--- src/hdl/ssr_pkg.sv ---
// shared constants, register indexes and window interface types
package ssr_pkg;

    localparam int MAX_PATTERN_DEF = 8;
    localparam int MAX_REPLACE_DEF = 8;

    localparam int CFG_W     = 64;
    localparam int LEN_W     = 4;
    localparam int CFG_IDX_W = 2;

    localparam logic [CFG_IDX_W-1:0] REG_PATTERN_BYTES = 2'd0;
    localparam logic [CFG_IDX_W-1:0] REG_PATTERN_LEN   = 2'd1;
    localparam logic [CFG_IDX_W-1:0] REG_REPLACE_BYTES = 2'd2;
    localparam logic [CFG_IDX_W-1:0] REG_REPLACE_LEN   = 2'd3;

    // commands from the sequencer to the window row
    typedef struct packed {
        logic load;
        logic pop;
    } win_cmd_t;

    // status from the window row back to the sequencer
    typedef struct packed {
        logic       all_match;
        logic [7:0] head;
    } win_stat_t;

endpackage

--- src/hdl/ssr_cell.sv ---
// one window cell: holds a pending byte, shifts toward the head on pop
module ssr_cell (
    input  logic       clk,
    input  logic       load,
    input  logic       pop,
    input  logic [7:0] in_char,
    input  logic [7:0] upper_byte,
    input  logic [7:0] pat_byte,
    output logic [7:0] cur_byte,
    output logic       eq
);

    logic [7:0] byte_reg;
    logic [7:0] byte_next;

    // cur_byte is the value after this cycle's append
    always_comb
    begin
        cur_byte  = load ? in_char : byte_reg;
        byte_next = pop ? upper_byte : cur_byte;
        eq        = (cur_byte == pat_byte);
    end

    always_ff @(posedge clk)
    begin
        byte_reg <= byte_next;
    end

endmodule

--- src/hdl/ssr_window.sv ---
// row of window cells with per-cell pattern compare
module ssr_window #(
    parameter int MAX_PATTERN = ssr_pkg::MAX_PATTERN_DEF,
    parameter int CW          = $clog2(MAX_PATTERN + 1)
) (
    input  logic                    clk,
    input  ssr_pkg::win_cmd_t       cmd,
    input  logic [CW-1:0]           wr_idx,
    input  logic [CW-1:0]           plen,
    input  logic [7:0]              in_char,
    input  logic [ssr_pkg::CFG_W-1:0] pattern_bytes,
    output ssr_pkg::win_stat_t      stat
);

    logic [7:0]             post [MAX_PATTERN+1];
    logic [MAX_PATTERN-1:0] ok;

    // nothing above the last cell
    assign post[MAX_PATTERN] = 8'd0;

    for (genvar i = 0; i < MAX_PATTERN; i++)
    begin : g_cell
        localparam logic [CW-1:0] IDX = CW'(i);
        logic eq;

        ssr_cell u_cell (
            .clk        (clk),
            .load       (cmd.load && (wr_idx == IDX)),
            .pop        (cmd.pop),
            .in_char    (in_char),
            .upper_byte (post[i+1]),
            .pat_byte   (pattern_bytes[8*i +: 8]),
            .cur_byte   (post[i]),
            .eq         (eq)
        );

        // cells past the pattern length do not take part
        assign ok[i] = eq || (IDX >= plen);
    end

    assign stat.all_match = &ok;
    assign stat.head      = post[0];

endmodule

--- src/hdl/stream_substring_replace_unit.sv ---
// top level: streaming find-and-replace-all of a configured substring
// Takes one byte per beat and rewrites every leftmost, non-overlapping
// occurrence of the pattern (1..8 bytes) with the replacement (0..8 bytes).
// Plain text runs at one beat per cycle unless a replacement, a flush or a
// stalled output holds input off. A match with an R-byte replacement sends
// R bytes, and input is held while the last R-1 of them go out; an end beat
// is followed by one output beat per pending window byte and then the
// terminal beat, which carries tlast and the found flag. The output register
// lets a new beat be taken in the cycle the previous result is accepted.
// Configuration must be written only while idle; the block does not enforce it.
module stream_substring_replace_unit #(
    parameter int MAX_PATTERN = ssr_pkg::MAX_PATTERN_DEF,
    parameter int MAX_REPLACE = ssr_pkg::MAX_REPLACE_DEF
) (
    input  logic                              clk,
    input  logic                              rst_n,

    input  logic                              cfg_wr_en,
    input  logic [ssr_pkg::CFG_IDX_W-1:0]     cfg_index,
    input  logic [ssr_pkg::CFG_W-1:0]         cfg_wdata,

    input  logic                              s_axis_tvalid,
    output logic                              s_axis_tready,
    input  logic [7:0]                        s_axis_tdata,  // in_char
    input  logic                              s_axis_tlast,  // in_end
    input  logic [0:0]                        s_axis_tuser,  // in_valid

    output logic                              m_axis_tvalid,
    input  logic                              m_axis_tready,
    output logic [7:0]                        m_axis_tdata,  // out_char
    output logic                              m_axis_tlast,  // out_last
    output logic [1:0]                        m_axis_tuser   // char_valid, found_any
);

    localparam int CW  = $clog2(MAX_PATTERN + 1);
    localparam int RLW = $clog2(MAX_REPLACE + 1);
    localparam int RIW = (MAX_REPLACE > 1) ? $clog2(MAX_REPLACE) : 1;
    localparam logic [CW-1:0]              MAXP_C = CW'(MAX_PATTERN);
    localparam logic [ssr_pkg::LEN_W-1:0]  MAXP_L = ssr_pkg::LEN_W'(MAX_PATTERN);
    localparam logic [ssr_pkg::LEN_W-1:0]  MAXR_L = ssr_pkg::LEN_W'(MAX_REPLACE);

    // configuration registers
    logic [ssr_pkg::CFG_W-1:0] pattern_bytes_reg;
    logic [ssr_pkg::LEN_W-1:0] pattern_len_reg;
    logic [ssr_pkg::CFG_W-1:0] replace_bytes_reg;
    logic [ssr_pkg::LEN_W-1:0] replace_len_reg;

    always_ff @(posedge clk or negedge rst_n)
    begin
        if (!rst_n)
        begin
            pattern_bytes_reg <= '0;
            pattern_len_reg   <= ssr_pkg::LEN_W'(1);
            replace_bytes_reg <= '0;
            replace_len_reg   <= '0;
        end
        else if (cfg_wr_en)
        begin
            unique case (cfg_index)
                ssr_pkg::REG_PATTERN_BYTES: pattern_bytes_reg <= cfg_wdata;
                ssr_pkg::REG_PATTERN_LEN:   pattern_len_reg   <= cfg_wdata[ssr_pkg::LEN_W-1:0];
                ssr_pkg::REG_REPLACE_BYTES: replace_bytes_reg <= cfg_wdata;
                ssr_pkg::REG_REPLACE_LEN:   replace_len_reg   <= cfg_wdata[ssr_pkg::LEN_W-1:0];
                default: ;
            endcase
        end
    end

    // effective lengths
    logic [ssr_pkg::LEN_W-1:0] plen_l;
    logic [ssr_pkg::LEN_W-1:0] rlen_l;
    logic [CW-1:0]             plen;
    logic [RLW-1:0]            rlen;

    always_comb
    begin
        if (pattern_len_reg == '0)
            plen_l = ssr_pkg::LEN_W'(1);
        else if (pattern_len_reg > MAXP_L)
            plen_l = MAXP_L;
        else
            plen_l = pattern_len_reg;
        rlen_l = (replace_len_reg > MAXR_L) ? MAXR_L : replace_len_reg;
        plen   = CW'(plen_l);
        rlen   = RLW'(rlen_l);
    end

    // sequencer state
    logic [CW-1:0]  count_reg, count_next;
    logic           seen_reg, seen_next;
    logic [RLW-1:0] rep_left_reg, rep_left_next;
    logic [RIW-1:0] rep_idx_reg, rep_idx_next;
    logic           flush_reg, flush_next;

    // output register
    logic           m_valid_reg, m_valid_next;
    logic [7:0]     m_char_reg, m_char_next;
    logic           m_cv_reg, m_cv_next;
    logic           m_last_reg, m_last_next;
    logic           m_found_reg, m_found_next;

    ssr_pkg::win_cmd_t  cmd;
    ssr_pkg::win_stat_t stat;

    logic          can_load, busy, acc, app, hit, ge;
    logic [CW-1:0] c1;

    ssr_window #(
        .MAX_PATTERN (MAX_PATTERN),
        .CW          (CW)
    ) u_window (
        .clk           (clk),
        .cmd           (cmd),
        .wr_idx        (count_reg),
        .plen          (plen),
        .in_char       (s_axis_tdata),
        .pattern_bytes (pattern_bytes_reg),
        .stat          (stat)
    );

    always_comb
    begin
        can_load      = !m_valid_reg || m_axis_tready;
        busy          = (rep_left_reg != '0) || flush_reg;
        s_axis_tready = !busy && can_load;
        acc           = s_axis_tvalid && s_axis_tready;
        app           = acc && s_axis_tuser[0] && (count_reg < MAXP_C);
        c1            = count_reg + CW'(1);
        ge            = (c1 >= plen);
        hit           = app && (c1 == plen) && stat.all_match;

        cmd.load      = app;
        cmd.pop       = 1'b0;

        count_next    = count_reg;
        seen_next     = seen_reg;
        rep_left_next = rep_left_reg;
        rep_idx_next  = rep_idx_reg;
        flush_next    = flush_reg;

        m_valid_next  = m_valid_reg && !m_axis_tready;
        m_char_next   = m_char_reg;
        m_cv_next     = m_cv_reg;
        m_last_next   = m_last_reg;
        m_found_next  = m_found_reg;

        if (acc)
        begin
            if (app)
            begin
                count_next = c1;
                if (hit)
                begin
                    count_next = '0;
                    seen_next  = 1'b1;
                    if (rlen != '0)
                    begin
                        m_valid_next  = 1'b1;
                        m_char_next   = replace_bytes_reg[7:0];
                        m_cv_next     = 1'b1;
                        m_last_next   = 1'b0;
                        m_found_next  = 1'b0;
                        rep_left_next = rlen - RLW'(1);
                        rep_idx_next  = RIW'(1);
                    end
                end
                else if (ge)
                begin
                    cmd.pop      = 1'b1;
                    count_next   = c1 - CW'(1);
                    m_valid_next = 1'b1;
                    m_char_next  = stat.head;
                    m_cv_next    = 1'b1;
                    m_last_next  = 1'b0;
                    m_found_next = 1'b0;
                end
            end
            flush_next = s_axis_tlast;
        end
        else if (busy && can_load)
        begin
            m_valid_next = 1'b1;
            if (rep_left_reg != '0)
            begin
                m_char_next   = replace_bytes_reg[8*rep_idx_reg +: 8];
                m_cv_next     = 1'b1;
                m_last_next   = 1'b0;
                m_found_next  = 1'b0;
                rep_left_next = rep_left_reg - RLW'(1);
                rep_idx_next  = rep_idx_reg + RIW'(1);
            end
            else if (count_reg != '0)
            begin
                // flush the oldest pending byte
                cmd.pop      = 1'b1;
                count_next   = count_reg - CW'(1);
                m_char_next  = stat.head;
                m_cv_next    = 1'b1;
                m_last_next  = 1'b0;
                m_found_next = 1'b0;
            end
            else
            begin
                // terminal beat of the string
                m_char_next  = 8'd0;
                m_cv_next    = 1'b0;
                m_last_next  = 1'b1;
                m_found_next = seen_reg;
                seen_next    = 1'b0;
                flush_next   = 1'b0;
            end
        end
    end

    always_ff @(posedge clk or negedge rst_n)
    begin
        if (!rst_n)
        begin
            count_reg    <= '0;
            seen_reg     <= 1'b0;
            rep_left_reg <= '0;
            rep_idx_reg  <= '0;
            flush_reg    <= 1'b0;
            m_valid_reg  <= 1'b0;
        end
        else
        begin
            count_reg    <= count_next;
            seen_reg     <= seen_next;
            rep_left_reg <= rep_left_next;
            rep_idx_reg  <= rep_idx_next;
            flush_reg    <= flush_next;
            m_valid_reg  <= m_valid_next;
        end
    end

    always_ff @(posedge clk)
    begin
        m_char_reg  <= m_char_next;
        m_cv_reg    <= m_cv_next;
        m_last_reg  <= m_last_next;
        m_found_reg <= m_found_next;
    end

    assign m_axis_tvalid = m_valid_reg;
    assign m_axis_tdata  = m_char_reg;
    assign m_axis_tlast  = m_last_reg;
    assign m_axis_tuser  = {m_found_reg, m_cv_reg};

endmodule
--- config.mk ---
export PLATFORM = sky130hd
export DESIGN_NAME = stream_substring_replace_unit
export DESIGN_NICKNAME = d
export VERILOG_FILES = /design/src/hdl/ssr_pkg.sv /design/src/hdl/ssr_cell.sv /design/src/hdl/ssr_window.sv /design/src/hdl/stream_substring_replace_unit.sv
export SDC_FILE = /design/constraint.sdc
export NUM_CORES = 1
export LEC_CHECK = 0
export ABC_AREA = 1
export BUFFER_PORTS_ARGS = -buffer_cell sky130_fd_sc_hd__buf_2
export CAP_MARGIN = 30
export CORE_MARGIN = 8
export CORE_UTILIZATION = 55
export CTS_CLUSTER_SIZE = 24
export DETAILED_ROUTE_END_ITERATION = 16
export PLACE_DENSITY = 0.72
export SLEW_MARGIN = 20
export SYNTH_ARGS = -nofsm -noshare
export SYNTH_HDL_FRONTEND = slang
export SYNTH_SLANG_ARGS = --single-unit
export TNS_END_PERCENT = 20
--- constraint.sdc ---
create_clock -name clk -period 4.06 [get_ports clk]
set_input_delay 0.812 -clock clk [delete_from_list [all_inputs] [get_ports clk]]
set_output_delay 0.812 -clock clk [all_outputs]
set_load 0.05 [all_outputs]
==> results.md <==
- CP Class: flip-flop to flip-flop
- Fin crit period: 3.52 ns
- Share of post-route cells with drive strength above 1: 0.102
- Synth Warn #: 0
- CTS buffer count: 26
- Worst EP required: roughly 4.5 ns
- Synthesized instance count: roughly 1800
- Top Layer Used: met5
- Io pins: 94
- Layout Nets: approximately 1900
- Placed instance area: roughly 13000 um^2
- Initial antenna violation count: 2
- Fin. Hold Viols: 0
- Crit start category: flip-flop
- Clk pin slew, worst setup/hold paths: approximately 0.060 ns
- Post-CTS Resized: 0
- Critical path arrival: 3.99 ns
- Drt wl/cell: around 17 um
- Routed WL: between 30 and 40 mm
- Util after Layout: 0.633
- Mapped Area: around 12000 um^2
- Total track usage: 0.275
- Critical R2R Capture: u_window.g_cell[5].u_cell.byte_reg[4]$_DFF_P_
- Die span in x: 165 um
- Root buffer cell: clkbuf_16
- Area of the core: roughly 22000 um^2
- Clock latency on the worst-skew pair: 0.54 ns
- Post-CTS Repair Setup Buffers: 0
- Library cells used by synthesis: 43
- Crit path top cell by count: nand2_1
- Critical path's largest stage delay: 0.46 ns
- Drt pass-1 iters: 6
- DR WL met3: 2.61 mm
- F_max: 0.284 GHz
- Sequential area share after synthesis: 0.437
- Final Instance Area: 13900 um^2
- CP endpoint kind: flip-flop
- CTS tree: done
- Via density per instance: about 5.5
- Largest net degree at the start of global routing: 81
- Status: complete, no violations
- Initial Utilization: 0.561
- Detail Route met2 WL: 16.9 mm
- Final worst path period share: 0.868
- FF-to-FF setup slack: ~0.54 ns
- Final setup violation count: 0
- Syn nets: 1864
- Crit path cell chain: inv_1, ha_1, inv_1, nor2_1, nand4_4, o21ai_1, nand2_1, nand2_1, nor2_1, nand2_1, nor2_1, nand2_1, nor2_2, nand2_2, nand4_2, nand2_2, buf_4, nand2_1, nand2_1
- Starting DRC count in detailed routing: 1001
- R2r startpoint: count_reg[0]$_DFFE_PN0P_
- Flip-flop and latch count after synthesis: about 230
- Final GP Congestion: 0.929
- Max Cap Violations: 0
- Row cnt: 54
- Power per Cell Area: 617 nW/um^2
- M1 wire length: about 16 mm
- Tightest Pin Transition: between 0.7 and 0.8 ns
- DRT antenna net count: 0
- Worst hold margin: roughly 0.29 ns
- Commonest non-fill, non-tap cell in the layout: nand2_1
- Unrepaired setup endpoints after global routing: no
- Synth-to-Final Area Change: 12.8%
- Hold WC Path Type: input pin to asynchronous set/reset pin
- VDD IR-drop max: ~0.00052 V
- Number of global-route vias before repair: 11100
- H-tree Lvls: 1
- CP max FO: between 40 and 50
- Die H: between 150 and 200 um
- Cts hold-fix bufs: 0
- Reg2reg path depth: 19
- Slew Limit Fails: 0
- Most frequent cells in the layout: 657 x nand2_1, 250 x inv_1, 179 x o21ai_0
- Port Buffer Count: 93
- Fillers: ~2100
- DP HPWL: around 27 mm
- Critical-path top delay cell: dfrtp_1
- Global-route wire length before repair: between 50 and 60 mm
- Relative slew slack: 0.490
- Syn_area_per_cell: ~7 um^2
- Die area: between 20000 and 30000 um^2
- Fin Setup TNS: 0 ns
- Clock Sinks: roughly 230
- LEAKAGE: ~7.5 nW
- Clk buf depth: 3
- Final Skew: 0.0111 ns
- Total number of vias: 11700
- Drt drc: 0
- GRT overflow: 0
==> critical path: cells and delay by family, from the launching register on <==
kind | cells | cell delay (ns)
adders and majority gates | 1 | 0.21
and+or+nand+nor | 14 | 1.62
buffers and inverters | 3 | 0.73
DFF | 1 | 0.46
AOI/OAI and AO/OA | 1 | 0.41
==> how the worst max path moves through the flow <==
stage | from | end | slack, ns | cells past startpoint
global placement | s_axis_tuser | u_window.g_cell[5].u_cell.byte_reg[4]$_DFF_P_ | 0.42 | 22
floorplan | m_axis_tready | m_axis_tdata[0]$_DFFE_PP_ | 0.47 | 18
finish | count_reg[0]$_DFFE_PN0P_ | u_window.g_cell[5].u_cell.byte_reg[4]$_DFF_P_ | 0.54 | 19
CTS | count_reg[0]$_DFFE_PN0P_ | u_window.g_cell[5].u_cell.byte_reg[4]$_DFF_P_ | 0.56 | 19
detailed placement | m_axis_tready | u_window.g_cell[5].u_cell.byte_reg[4]$_DFF_P_ | 0.37 | 23
global route | count_reg[0]$_DFFE_PN0P_ | u_window.g_cell[5].u_cell.byte_reg[4]$_DFF_P_ | 0.28 | 19
==> logic make-up after synthesis <==
family                     count (synthesis)  synth area share
xor gates and xnor gates                   5           0.00357
adders and majority gates                 10            0.0102
AOI/OAI and AO/OA                        239             0.106
DFF                                      225             0.437
muxes                                      5           0.00407
buffers and inverters                    343             0.111
and+or+nand+nor                          946             0.328
==> report_power, final <==
part | switching (W) | internal [W]
Sequential | 0.000384 | 0.00275
Combinational | 0.00204 | 0.00100
Clock | 0.000938 | 0.00143
==> final cells by class <==
cell class,count,area (um^2),area share
multi-input cells,1205,5580,0.402
diodes,1,2.50,0.000181
well taps,280,350,0.0253
clock inverters,7,87.6,0.00632
inverters,263,987,0.0712
repair buffers,114,712,0.0514
clock buffers,40,774,0.0559
flip-flops and latches,225,5370,0.387
==> layer usage <==
metal	track usage	up-vias
met1	0.363	5447
met4	0.111	4
met5	0	-
met2	0.441	437
met3	0.0476	118
li1	-	5708
==> cell usage after synthesis, drive strengths merged <==
cell type / instances / area (um^2)
clkinv: 2 / 7.51
mux2i: 5 / 50.1
dfrtp: 149 / 3730
xnor2: 2 / 17.5
ha: 10 / 125
dfxtp: 64 / 1280
buf: 27 / 181
o21ai: 184 / 921
xor2: 3 / 26.3
nor3: 1 / 10.0
dfstp: 1 / 26.3
o22ai: 3 / 18.8
nand2: 663 / 2500
edfxtp: 11 / 330
a21oi: 19 / 95.1
nand3b: 11 / 82.6
a21boi: 1 / 7.51
nor4: 3 / 18.8
inv: 261 / 980
a31oi: 2 / 12.5
a22oi: 1 / 7.51
a32o: 3 / 30.0
o21a: 1 / 7.51
nand3: 148 / 753
o211ai: 16 / 120
nor2: 85 / 355
a21o: 1 / 7.51
o32ai: 3 / 26.3
o221ai: 5 / 43.8
clkbuf: 53 / 199
or2: 1 / 6.26
nand4: 34 / 313
==> per-stage QoR <==
stage               setup WS (ns)  total power [W]  cells
CTS                         0.563          0.00853   2134
global placement            0.419          0.00608   2085
finish                      0.537          0.00855   2135
global route                0.277          0.00910   2134
floorplan                   0.468          0.00519   1773
detailed placement          0.371          0.00616   2087
Note: power is estimated with default switching activity, not from simulation.
